--- config.mk ---
export PLATFORM = sky130hd
export DESIGN_NAME = air_event_detector_core_flat
export DESIGN_NICKNAME = d
export VERILOG_FILES = /design/src/design/aed_pkg.sv /design/src/design/aed_sample_if.sv /design/src/design/aed_result_if.sv /design/src/design/air_event_detector_core.sv /design/src/design/aed_step.sv /design/src/flat_wrapper.sv
export SDC_FILE = /design/constraint.sdc
export NUM_CORES = 1
export LEC_CHECK = 0
export BUFFER_PORTS_ARGS = -buffer_cell sky130_fd_sc_hd__buf_4
export CORE_ASPECT_RATIO = 0.7
export CORE_MARGIN = 2
export CORE_UTILIZATION = 45
export CTS_CLUSTER_DIAMETER = 120
export DETAILED_ROUTE_END_ITERATION = 16
export HOLD_SLACK_MARGIN = 0.12
export PLACE_DENSITY = 0.75
export SYNTH_ARGS = -nofsm -noshare
export SYNTH_HDL_FRONTEND = slang
export SYNTH_SLANG_ARGS = --single-unit
--- constraint.sdc ---
create_clock -name clk -period 2.95 [get_ports clk]
set_input_delay 0.295 -clock clk [delete_from_list [all_inputs] [get_ports clk]]
set_output_delay 0.295 -clock clk [all_outputs]
set_load 0.01 [all_outputs]
--- src/design/aed_pkg.sv ---
package aed_pkg;

    localparam int unsigned DATA_W    = 16;
    localparam int unsigned CFG_IDX_W = 8;

    typedef enum logic [1:0] {
        MODE_IDLE    = 2'd0,
        MODE_SUSPECT = 2'd1,
        MODE_ACTIVE  = 2'd2,
        MODE_DECAY   = 2'd3
    } mode_t;

    typedef enum logic [CFG_IDX_W-1:0] {
        REG_PM_START   = 8'd0,
        REG_VOC_START  = 8'd1,
        REG_PM_ACTIVE  = 8'd2,
        REG_VOC_ACTIVE = 8'd3,
        REG_PM_END     = 8'd4,
        REG_VOC_END    = 8'd5,
        REG_PM_QUIET   = 8'd6,
        REG_VOC_QUIET  = 8'd7
    } reg_index_t;

    localparam logic signed [DATA_W-1:0] PM_START_RST   = 16'sd50;
    localparam logic signed [DATA_W-1:0] VOC_START_RST  = 16'sd50;
    localparam logic signed [DATA_W-1:0] PM_ACTIVE_RST  = 16'sd100;
    localparam logic signed [DATA_W-1:0] VOC_ACTIVE_RST = 16'sd100;
    localparam logic signed [DATA_W-1:0] PM_END_RST     = 16'sd20;
    localparam logic signed [DATA_W-1:0] VOC_END_RST    = 16'sd20;
    localparam logic signed [DATA_W-1:0] PM_QUIET_RST   = 16'sd10;
    localparam logic signed [DATA_W-1:0] VOC_QUIET_RST  = 16'sd10;

    typedef struct packed {
        logic signed [DATA_W-1:0] pm_start_level;
        logic signed [DATA_W-1:0] voc_start_level;
        logic signed [DATA_W-1:0] pm_active_level;
        logic signed [DATA_W-1:0] voc_active_level;
        logic signed [DATA_W-1:0] pm_end_level;
        logic signed [DATA_W-1:0] voc_end_level;
        logic signed [DATA_W-1:0] pm_quiet_level;
        logic signed [DATA_W-1:0] voc_quiet_level;
    } thresholds_t;

    typedef struct packed {
        logic signed [DATA_W-1:0] pm_spike;
        logic signed [DATA_W-1:0] voc_jump;
        logic [DATA_W-1:0]        pm_level;
        logic [DATA_W-1:0]        voc_level;
        logic [DATA_W-1:0]        nox_level;
    } sample_t;

    typedef struct packed {
        mode_t             mode;
        logic [DATA_W-1:0] length;
        logic [DATA_W-1:0] top_pm;
        logic [DATA_W-1:0] top_voc;
        logic [DATA_W-1:0] top_nox;
    } event_state_t;

endpackage

--- src/design/aed_sample_if.sv ---
interface aed_sample_if;
    logic                                valid;
    logic                                ready;
    logic signed [aed_pkg::DATA_W-1:0]   pm_spike;
    logic signed [aed_pkg::DATA_W-1:0]   voc_jump;
    logic [aed_pkg::DATA_W-1:0]          pm_level;
    logic [aed_pkg::DATA_W-1:0]          voc_level;
    logic [aed_pkg::DATA_W-1:0]          nox_level;

    modport source (
        output valid, pm_spike, voc_jump, pm_level, voc_level, nox_level,
        input  ready
    );

    modport sink (
        input  valid, pm_spike, voc_jump, pm_level, voc_level, nox_level,
        output ready
    );
endinterface

--- src/design/aed_result_if.sv ---
interface aed_result_if;
    logic                         valid;
    logic                         ready;
    logic [1:0]                   event_mode;
    logic [aed_pkg::DATA_W-1:0]   event_length;
    logic [aed_pkg::DATA_W-1:0]   max_pm;
    logic [aed_pkg::DATA_W-1:0]   max_voc;
    logic [aed_pkg::DATA_W-1:0]   max_nox;

    modport source (
        output valid, event_mode, event_length, max_pm, max_voc, max_nox,
        input  ready
    );

    modport sink (
        input  valid, event_mode, event_length, max_pm, max_voc, max_nox,
        output ready
    );
endinterface

--- src/design/air_event_detector_core.sv ---
// Air-quality event detector. Each sample transfer on the sample channel
// produces exactly one result transfer carrying the event state (idle,
// suspect, active, decay), the saturating event length and the peak
// particle, VOC and NOx levels as they stand after that sample. A sample
// is captured in an input register and evaluated into the result register
// once the result side is free; the block takes one sample per clock cycle
// while the result side does not stall. The result register also holds
// the event state, so a stalled result stalls the evaluation stage. The user
// must write thresholds through the configuration port only while no sample
// is in flight; the block does not enforce it. Peaks are cleared only by reset.
module air_event_detector_core (
    input  logic                           clk,
    input  logic                           rst_n,
    aed_sample_if.sink                     sample,
    aed_result_if.source                   result,
    input  logic                           cfg_we,
    input  logic [aed_pkg::CFG_IDX_W-1:0]  cfg_index,
    input  logic [aed_pkg::DATA_W-1:0]     cfg_data
);

    aed_pkg::thresholds_t  thr_reg;
    aed_pkg::sample_t      s1_data_reg;
    logic                  s1_valid_reg;
    aed_pkg::event_state_t state_reg;
    aed_pkg::event_state_t state_next;
    logic                  out_valid_reg;
    logic                  out_free;
    logic                  advance;

    // Configuration registers.
    always_ff @(posedge clk or negedge rst_n)
    begin
        if (!rst_n)
        begin
            thr_reg.pm_start_level   <= aed_pkg::PM_START_RST;
            thr_reg.voc_start_level  <= aed_pkg::VOC_START_RST;
            thr_reg.pm_active_level  <= aed_pkg::PM_ACTIVE_RST;
            thr_reg.voc_active_level <= aed_pkg::VOC_ACTIVE_RST;
            thr_reg.pm_end_level     <= aed_pkg::PM_END_RST;
            thr_reg.voc_end_level    <= aed_pkg::VOC_END_RST;
            thr_reg.pm_quiet_level   <= aed_pkg::PM_QUIET_RST;
            thr_reg.voc_quiet_level  <= aed_pkg::VOC_QUIET_RST;
        end
        else if (cfg_we)
        begin
            unique case (cfg_index)
                aed_pkg::REG_PM_START:   thr_reg.pm_start_level   <= cfg_data;
                aed_pkg::REG_VOC_START:  thr_reg.voc_start_level  <= cfg_data;
                aed_pkg::REG_PM_ACTIVE:  thr_reg.pm_active_level  <= cfg_data;
                aed_pkg::REG_VOC_ACTIVE: thr_reg.voc_active_level <= cfg_data;
                aed_pkg::REG_PM_END:     thr_reg.pm_end_level     <= cfg_data;
                aed_pkg::REG_VOC_END:    thr_reg.voc_end_level    <= cfg_data;
                aed_pkg::REG_PM_QUIET:   thr_reg.pm_quiet_level   <= cfg_data;
                aed_pkg::REG_VOC_QUIET:  thr_reg.voc_quiet_level  <= cfg_data;
                default:
                begin
                    thr_reg <= thr_reg;
                end
            endcase
        end
    end

    assign out_free     = !out_valid_reg || result.ready;
    assign advance      = s1_valid_reg && out_free;
    assign sample.ready = !s1_valid_reg || out_free;

    // Input register.
    always_ff @(posedge clk or negedge rst_n)
    begin
        if (!rst_n)
        begin
            s1_valid_reg <= 1'b0;
        end
        else if (sample.ready)
        begin
            s1_valid_reg <= sample.valid;
        end
    end

    always_ff @(posedge clk)
    begin
        if (sample.ready && sample.valid)
        begin
            s1_data_reg.pm_spike  <= sample.pm_spike;
            s1_data_reg.voc_jump  <= sample.voc_jump;
            s1_data_reg.pm_level  <= sample.pm_level;
            s1_data_reg.voc_level <= sample.voc_level;
            s1_data_reg.nox_level <= sample.nox_level;
        end
    end

    aed_step u_step (
        .thr (thr_reg),
        .smp (s1_data_reg),
        .cur (state_reg),
        .nxt (state_next)
    );

    // Event state doubles as the result register.
    always_ff @(posedge clk or negedge rst_n)
    begin
        if (!rst_n)
        begin
            state_reg.mode    <= aed_pkg::MODE_IDLE;
            state_reg.length  <= '0;
            state_reg.top_pm  <= '0;
            state_reg.top_voc <= '0;
            state_reg.top_nox <= '0;
            out_valid_reg     <= 1'b0;
        end
        else
        begin
            if (advance)
            begin
                state_reg <= state_next;
            end
            if (out_free)
            begin
                out_valid_reg <= s1_valid_reg;
            end
        end
    end

    assign result.valid        = out_valid_reg;
    assign result.event_mode   = state_reg.mode;
    assign result.event_length = state_reg.length;
    assign result.max_pm       = state_reg.top_pm;
    assign result.max_voc      = state_reg.top_voc;
    assign result.max_nox      = state_reg.top_nox;

    // Idle can only be left toward suspect.
    assert property (@(posedge clk) disable iff (!rst_n)
        (state_reg.mode == aed_pkg::MODE_IDLE) |=>
            (state_reg.mode == aed_pkg::MODE_IDLE ||
             state_reg.mode == aed_pkg::MODE_SUSPECT))
    else $error("event state left idle toward something other than suspect");

    // A new event starts with a cleared length.
    assert property (@(posedge clk) disable iff (!rst_n)
        (state_reg.mode == aed_pkg::MODE_IDLE) ##1
            (state_reg.mode == aed_pkg::MODE_SUSPECT) |-> (state_reg.length == '0))
    else $error("event length not cleared on entering suspect");

    // Peaks never decrease outside reset.
    assert property (@(posedge clk) disable iff (!rst_n)
        1'b1 |=> (state_reg.top_pm  >= $past(state_reg.top_pm) &&
                  state_reg.top_voc >= $past(state_reg.top_voc) &&
                  state_reg.top_nox >= $past(state_reg.top_nox)))
    else $error("a peak level decreased");

    // A captured sample waits until the result side can take it.
    assert property (@(posedge clk) disable iff (!rst_n)
        (s1_valid_reg && !out_free) |=>
            (s1_valid_reg && $stable(s1_data_reg) && $stable(state_reg)))
    else $error("pending sample lost or state changed during a stall");

endmodule

--- src/design/aed_step.sv ---
module aed_step (
    input  aed_pkg::thresholds_t  thr,
    input  aed_pkg::sample_t      smp,
    input  aed_pkg::event_state_t cur,
    output aed_pkg::event_state_t nxt
);

    logic                       ended;
    logic                       quiet;
    logic                       start_hit;
    logic                       active_hit;
    logic [aed_pkg::DATA_W-1:0] length_inc;

    assign ended      = (smp.pm_spike < thr.pm_end_level) &&
                        (smp.voc_jump < thr.voc_end_level);
    assign quiet      = (smp.pm_spike < thr.pm_quiet_level) &&
                        (smp.voc_jump < thr.voc_quiet_level);
    assign start_hit  = (smp.pm_spike > thr.pm_start_level) ||
                        (smp.voc_jump > thr.voc_start_level);
    assign active_hit = (smp.pm_spike > thr.pm_active_level) ||
                        (smp.voc_jump > thr.voc_active_level);

    // The duration count holds at all ones instead of wrapping.
    assign length_inc = (&cur.length) ? cur.length : cur.length + 1'b1;

    always_comb
    begin
        nxt = cur;
        unique case (cur.mode)
            aed_pkg::MODE_IDLE:
            begin
                if (start_hit)
                begin
                    nxt.mode   = aed_pkg::MODE_SUSPECT;
                    nxt.length = '0;
                end
            end
            aed_pkg::MODE_SUSPECT:
            begin
                nxt.length = length_inc;
                // Falling back to idle wins over escalating to active.
                priority if (ended)
                    nxt.mode = aed_pkg::MODE_IDLE;
                else if (active_hit)
                    nxt.mode = aed_pkg::MODE_ACTIVE;
            end
            aed_pkg::MODE_ACTIVE:
            begin
                nxt.length = length_inc;
                if (smp.pm_level > cur.top_pm)
                    nxt.top_pm = smp.pm_level;
                if (smp.voc_level > cur.top_voc)
                    nxt.top_voc = smp.voc_level;
                if (smp.nox_level > cur.top_nox)
                    nxt.top_nox = smp.nox_level;
                if (ended)
                    nxt.mode = aed_pkg::MODE_DECAY;
            end
            aed_pkg::MODE_DECAY:
            begin
                if (quiet)
                    nxt.mode = aed_pkg::MODE_IDLE;
            end
            default:
            begin
                nxt = cur;
            end
        endcase
    end

endmodule

--- src/flat_wrapper.sv ---
// flat-port wrapper written by rule: the top's interface ports become plain ports
module air_event_detector_core_flat 
  (clk, rst_n, cfg_we, cfg_index, cfg_data, sample_valid, sample_pm_spike, sample_voc_jump, sample_pm_level, sample_voc_level, sample_nox_level, sample_ready, result_valid, result_event_mode, result_event_length, result_max_pm, result_max_voc, result_max_nox, result_ready);
  aed_sample_if sample_i ();
  aed_result_if result_i ();
  input  logic clk;
  input  logic rst_n;
  input  logic cfg_we;
  input  logic [aed_pkg::CFG_IDX_W-1:0] cfg_index;
  input  logic [aed_pkg::DATA_W-1:0] cfg_data;
  input wire logic [$bits(sample_i.valid)-1:0] sample_valid;
  input wire logic [$bits(sample_i.pm_spike)-1:0] sample_pm_spike;
  input wire logic [$bits(sample_i.voc_jump)-1:0] sample_voc_jump;
  input wire logic [$bits(sample_i.pm_level)-1:0] sample_pm_level;
  input wire logic [$bits(sample_i.voc_level)-1:0] sample_voc_level;
  input wire logic [$bits(sample_i.nox_level)-1:0] sample_nox_level;
  output wire logic [$bits(sample_i.ready)-1:0] sample_ready;
  output wire logic [$bits(result_i.valid)-1:0] result_valid;
  output wire logic [$bits(result_i.event_mode)-1:0] result_event_mode;
  output wire logic [$bits(result_i.event_length)-1:0] result_event_length;
  output wire logic [$bits(result_i.max_pm)-1:0] result_max_pm;
  output wire logic [$bits(result_i.max_voc)-1:0] result_max_voc;
  output wire logic [$bits(result_i.max_nox)-1:0] result_max_nox;
  input wire logic [$bits(result_i.ready)-1:0] result_ready;
  assign sample_i.valid = sample_valid;
  assign sample_i.pm_spike = sample_pm_spike;
  assign sample_i.voc_jump = sample_voc_jump;
  assign sample_i.pm_level = sample_pm_level;
  assign sample_i.voc_level = sample_voc_level;
  assign sample_i.nox_level = sample_nox_level;
  assign sample_ready = sample_i.ready;
  assign result_valid = result_i.valid;
  assign result_event_mode = result_i.event_mode;
  assign result_event_length = result_i.event_length;
  assign result_max_pm = result_i.max_pm;
  assign result_max_voc = result_i.max_voc;
  assign result_max_nox = result_i.max_nox;
  assign result_i.ready = result_ready;
  air_event_detector_core u_core (.clk(clk), .rst_n(rst_n), .sample(sample_i), .result(result_i), .cfg_we(cfg_we), .cfg_index(cfg_index), .cfg_data(cfg_data));
endmodule
Yosys cells after proc, flatten, opt, wreduce, memory -nomap -nowiden
Index checks and enable logic that the tools add are counted.

$add $sub $neg: 1. Order comparisons: 11. Equal/unequal tests: 15. Muxes and demuxes: 8. Reduce and logical (&&, ||, !) cells: 28.

Operators with widths (number): $gt 16x16->1 (7); $lt 16x16->1 (4); $eq 8x3->1 const B (4); $pmux 16 s2 (1); $mux 18 (1); $add 16x1->16 const B (1); $eq 8x2->1 const B (2); $mux 16 (1); $reduce_and 16->1 (1); $reduce_and 2->1 (8); $reduce_and 3->1 (3); $eq 8x1->1 const B (1); $logic_not 8->1 (1); $mux 2 (4); $ne 2x2->1 const B (4); $pmux 2 s4 (1); $reduce_and 5->1 (1); $eq 2x2->1 const B (2); $logic_and 1x1->1 (4); $logic_or 1x1->1 (4); $reduce_and 4->1 (1); $ne 3x3->1 const B (1); $eq 2x1->1 const B (1); $logic_not 1->1 (2); 3 further kinds (3).

Bits in registers: 276. Output and inout bits: 68. Logic and storage cells: 83.

Depth between registers and ports, before layout
Depth after elaboration: 5. Mapped depth: 12. Depth with buffers taken out: 10.

Modules after synthesis
Synthesis repeated with hierarchy kept, for this count alone.

Cell total of the unflattened synthesis: 1383. Area total of the unflattened synthesis: 16037.9 sq um.

By module, submodules not included: air_event_detector_core (times used 1, cells an instance 510, area each 9819.4 sq um, seq. area each 7332.0 sq um); aed_step (times used 1, cells an instance 873, area each 6218.5 sq um, seq. area each 0.0 sq um).

Worst setup path after synthesis
Ideal clock, no wire load.

Kind: reg-to-reg. Start point: register u_core.out_valid_reg (netlist: u_core.result.valid). End point: register u_core.s1_data_reg[0] (netlist bit) (enable). Setup time: 447 ps. Data arrival time: 2500 ps. Path slack: 3 ps. Cell stages (with the launch flop): 3. Buffers on the path: 0. Period minus slack after synthesis: 2947 ps. Path through: dfrtp_1 nand3b_1 and2_1.

Longest elaborated chain between the ends: 4.

Ends and longest elaborated chain: from (decl) (RTL line air_event_detector_core.sv:26) `logic out_valid_reg;`; from (signal assigned) (RTL line air_event_detector_core.sv:119) `out_valid_reg <= s1_valid_reg;`; $logic_not 1->1 (RTL line air_event_detector_core.sv:63) `assign out_free = !out_valid_reg || result.ready;`; $logic_or 1x1->1 (RTL line air_event_detector_core.sv:63); $logic_or 1x1->1 (RTL line air_event_detector_core.sv:65) `assign sample.ready = !s1_valid_reg || out_free;`; net sample_ready (RTL line flat_wrapper.sv:17) `output wire logic [$bits(sample_i.ready)-1:0] sample_ready;`; $logic_and 1x1->1 (RTL line air_event_detector_core.sv:82) `if (sample.ready && sample.valid)`; to (decl) (RTL line air_event_detector_core.sv:22) `aed_pkg::sample_t s1_data_reg;`.

The timed path passes the listed nets, and every way through them passes these cells. A chain may end at the register's enable or synchronous reset.

Worst setup path after layout
Start point: register u_core.s1_data_reg[77] (netlist bit). End point: register u_core.state_reg (netlist bit u_core.result.event_length[2]).

Longest elaborated chain between the ends: 4.

Ends and longest elaborated chain: $gt 16x16->1 (RTL line aed_step.sv:18) `assign start_hit = (smp.pm_spike > thr.pm_start_level) ||`; $logic_or 1x1->1 (RTL line aed_step.sv:18); $ne 2x2->1 (no source line); $reduce_and 4->1 (no source line); to (signal assigned) (RTL line air_event_detector_core.sv:115) `state_reg <= state_next;`; to (decl) (RTL line air_event_detector_core.sv:24) `aed_pkg::event_state_t state_reg;`.

No other way between the ends.

==> metrics.yaml <==
global_route:
  grt_max_degree: 67
  grt_pass1_vias: 10904
  grt_pass1_wl_um: 58600
  antenna_found_initial: 0
  grt_usage: 0.2207
  grt_overflow: 0
setup_path:
  startpoint_type: "flip-flop"
  reg2reg_slack_ns: 0.07
  worstSetupStartpoint: "u_core.s1_data_reg[77]$_DFFE_PP_"
  critPathCaptureType: "flip-flop"
  rr_startpoint: "u_core.s1_data_reg[77]$_DFFE_PP_"
  crit_required_ns: 3.38
  crit_path_max_fanout: 18
  crit_type: "reg2reg"
  cp.arrival_ns: 3.31
detailed_routing:
  vias_per_cell: 5.203
  drcViolationCount: 0
  totalWireLength_um: 36900
  antenna_left: 0
  wl_per_cell_um: 17.75
  drtPass1Iterations: 5
  drtIter0Drc: 714
  via_count: 10818
placed_design:
  port_buffers: 176
  dp.cells: 1913
  gp_congestion: 0.8582
  dp_hpwl_um: 25600
  post_dp_cell_area_um2: 16720
clocking:
  root_buffer: "clkbuf_16"
  clk_latency_ns: 0.57
  cts.path.max_buffers: 3
  cts.htree.levels: 1
  tritoncts: "done"
  cts_sinks: 276
  cts.clk_slew.worst_paths_ns: 0.06
  numCtsBuffers: 30
floorplanning:
  dieArea_um2: 33860
  core-area_um2: 32070
  die-height_um: 154.6
  start_util: 0.4544
  io_pins: 177
  placementRows: 55
  die_width_um: 219.1
synth:
  syn_area_um2: 14570
  syn_area_per_cell_um2: 11.30
  synth.area.top_cells: "dfrtp_1 30%, edfxtp_1 16%, ha_1 15%, mux2_2 9.0%, inv_1 4.8%"
  synth.most_common_cell: "inv_1"
  ys.flop_type: "dfrtp_1"
  synthTopCellsByCount: "188 x inv_1, 179 x ha_1, 176 x dfrtp_1"
  async_reset_ff_frac: 0.7101
  synth_area_leader_cell: "dfrtp_1"
  synth_edf_count: 80
  seq_area_frac_synth: 0.5032
  syn-num-nets: 1578
  ys_seq_elements: 276
  syn_inst: 1290
  synthDistinctLibCells: 55
  synth_top_area_share: 0.3022
  yosys_warnings: 0
timing:
  timing.final.crit_share: 0.9759
  setup_viol: 0
  min_period_ns: 2.879
  fmax_mhz: 347.4
  slew_headroom: 0.5521
  setup_tns_ns: 0
  skew_ns: 0.01507
  slew_viol_final: 0
  hold_viol_final: 0
  worst_pin_slew_ns: 0.6719
hold_path:
  min-delay-start: "cfg_index[0]"
  hold_class: "in2reg"
flow_run:
  maxCapViolCount: 0
final_layout:
  seqCellArea_um2: 7332
  diodes: 0
  multiInputGateArea_um2: 6515
  syn_to_final_growth_pct: 29.27
  largest_register_ffs: 128
  stdcell_count: 2079
  drive_gt1_frac: 0.2627
  n_fill_cell: 2647
  final_nets: 1916
  final_cell_area_um2: 18840
power_and_ir_drop:
  power.density_nw_per_um2: 703.1
  ir_drop_mv: 0.6461
  leakage_nw: 8.837
outcome:
  status: "finished clean"
==> cells in the final DEF, fill, tap and decap left out, types with 7 or more instances in the layout <==
cell type      instances
a211oi_1               7
a21o_1                22
a21oi_1               46
buf_4                230
clkbuf_1               8
clkbuf_16             31
clkbuf_8               8
clkinv_2               7
dfrtp_1              176
dfstp_2               20
dlygate4sd3_1        100
edfxtp_1              80
ha_1                 178
inv_1                188
mux2_2               116
mux2i_1               12
nand2_1              113
nand2b_1               7
nand3_1               21
nand4_1               35
nor2_1                29
nor2b_1                7
nor3_1                 7
nor3b_1                7
o211ai_1              13
o21a_1                 8
o21ai_0               82
==> worst max-delay path, cell delays in order (launching register included) <==
cell and delay [ns]:
edfxtp_1 0.51, ha_1 0.36, nand4_1 0.20, nor4_4 0.37
a21boi_1 0.27, nor4_2 0.08, mux2i_1 0.24, o21ba_4 0.24
buf_12 0.18, and2_1 0.18, o221ai_1 0.12
==> power breakdown <==
part | switching [mW] | internal [mW]
registers | 0.535 | 4.62
clock network | 1.53 | 2.09
logic | 2.18 | 2.28
==> routing by layer <==
metal	global-route usage	wire, um	share of wire	vias to the layer above
met2	0.3329	16030	0.43	295
met5	0	0	0	-
li1	-	-	-	5231
met4	0.06660	1133	0.031	0
met1	0.3213	17390	0.47	5222
met3	0.04425	2341	0.063	70
==> final timing paths <==
path | end | cells after the start
setup / recovery | u_core.result.event_length[2]$_DFFE_PN0P_ | 10
hold / removal | u_core.thr_reg[82]$_DFFE_PN1P_ | 5
setup reg to reg | u_core.result.event_length[2]$_DFFE_PN0P_ | 10
hold reg to reg | u_core.thr_reg[18]$_DFFE_PN0P_ | 1
max in group asynchronous | u_core.result.max_nox[9]$_DFFE_PN0P_ | 3
min in group asynchronous | u_core.result.max_voc[8]$_DFFE_PN0P_ | 2
==> through the flow <==
| step | worst slack (ns) | hold WS [ns] | util | power [mW] |
|---|---|---|---|---|
| 2_1_floorplan | 0.003133 | -0.0005911 | - | 7.605 |
| 3_3_place_gp | -0.05408 | 0.3372 | 0.5215 | 9.274 |
| 3_5_place_dp | -0.1010 | 0.3504 | 0.5215 | 9.447 |
| 4_1_cts | 0.04711 | 0.2462 | 0.5830 | 13.27 |
| 5_1_grt | -0.02074 | 0.2956 | 0.5874 | 14.11 |
| 6_report | 0.07107 | 0.2844 | 0.5874 | 13.24 |
==> cell families (layout without fill, tap and decap cells) <==
family,Yosys count,count (layout),synth area share
buffers and inverters,216,578,0.05710
adders and majority gates,179,179,0.1537
DFF,276,276,0.5032
muxes,129,129,0.09892
and+or+nand+nor,266,266,0.09153
AOI/OAI and AO/OA,224,224,0.09557
==> what timing repair did <==
| item | 4_1_cts | 5_1_grt |
|---|---|---|
| endpoints found under the setup margin | 24 | 33 |
| gates resized for setup | 6 | 9 |
| hold buffers | 100 | 0 |
| buffers inserted | 0 | 10 |
| pin swaps | 0 | 4 |
| endpoints found under the hold margin | 272 | 0 |
==> final cells by class <==
cell class                      count  share of cell area
Timing Repair Buffer              334              0.1487
Clock buffer                       46             0.04789
Tap cell                          427             0.02836
Inverter                          188             0.03746
Multi-Input combinational cell    798              0.3459
Clock inverter                     10            0.002458
Sequential cell                   276              0.3892
Power figures use the tool's default switching activity.
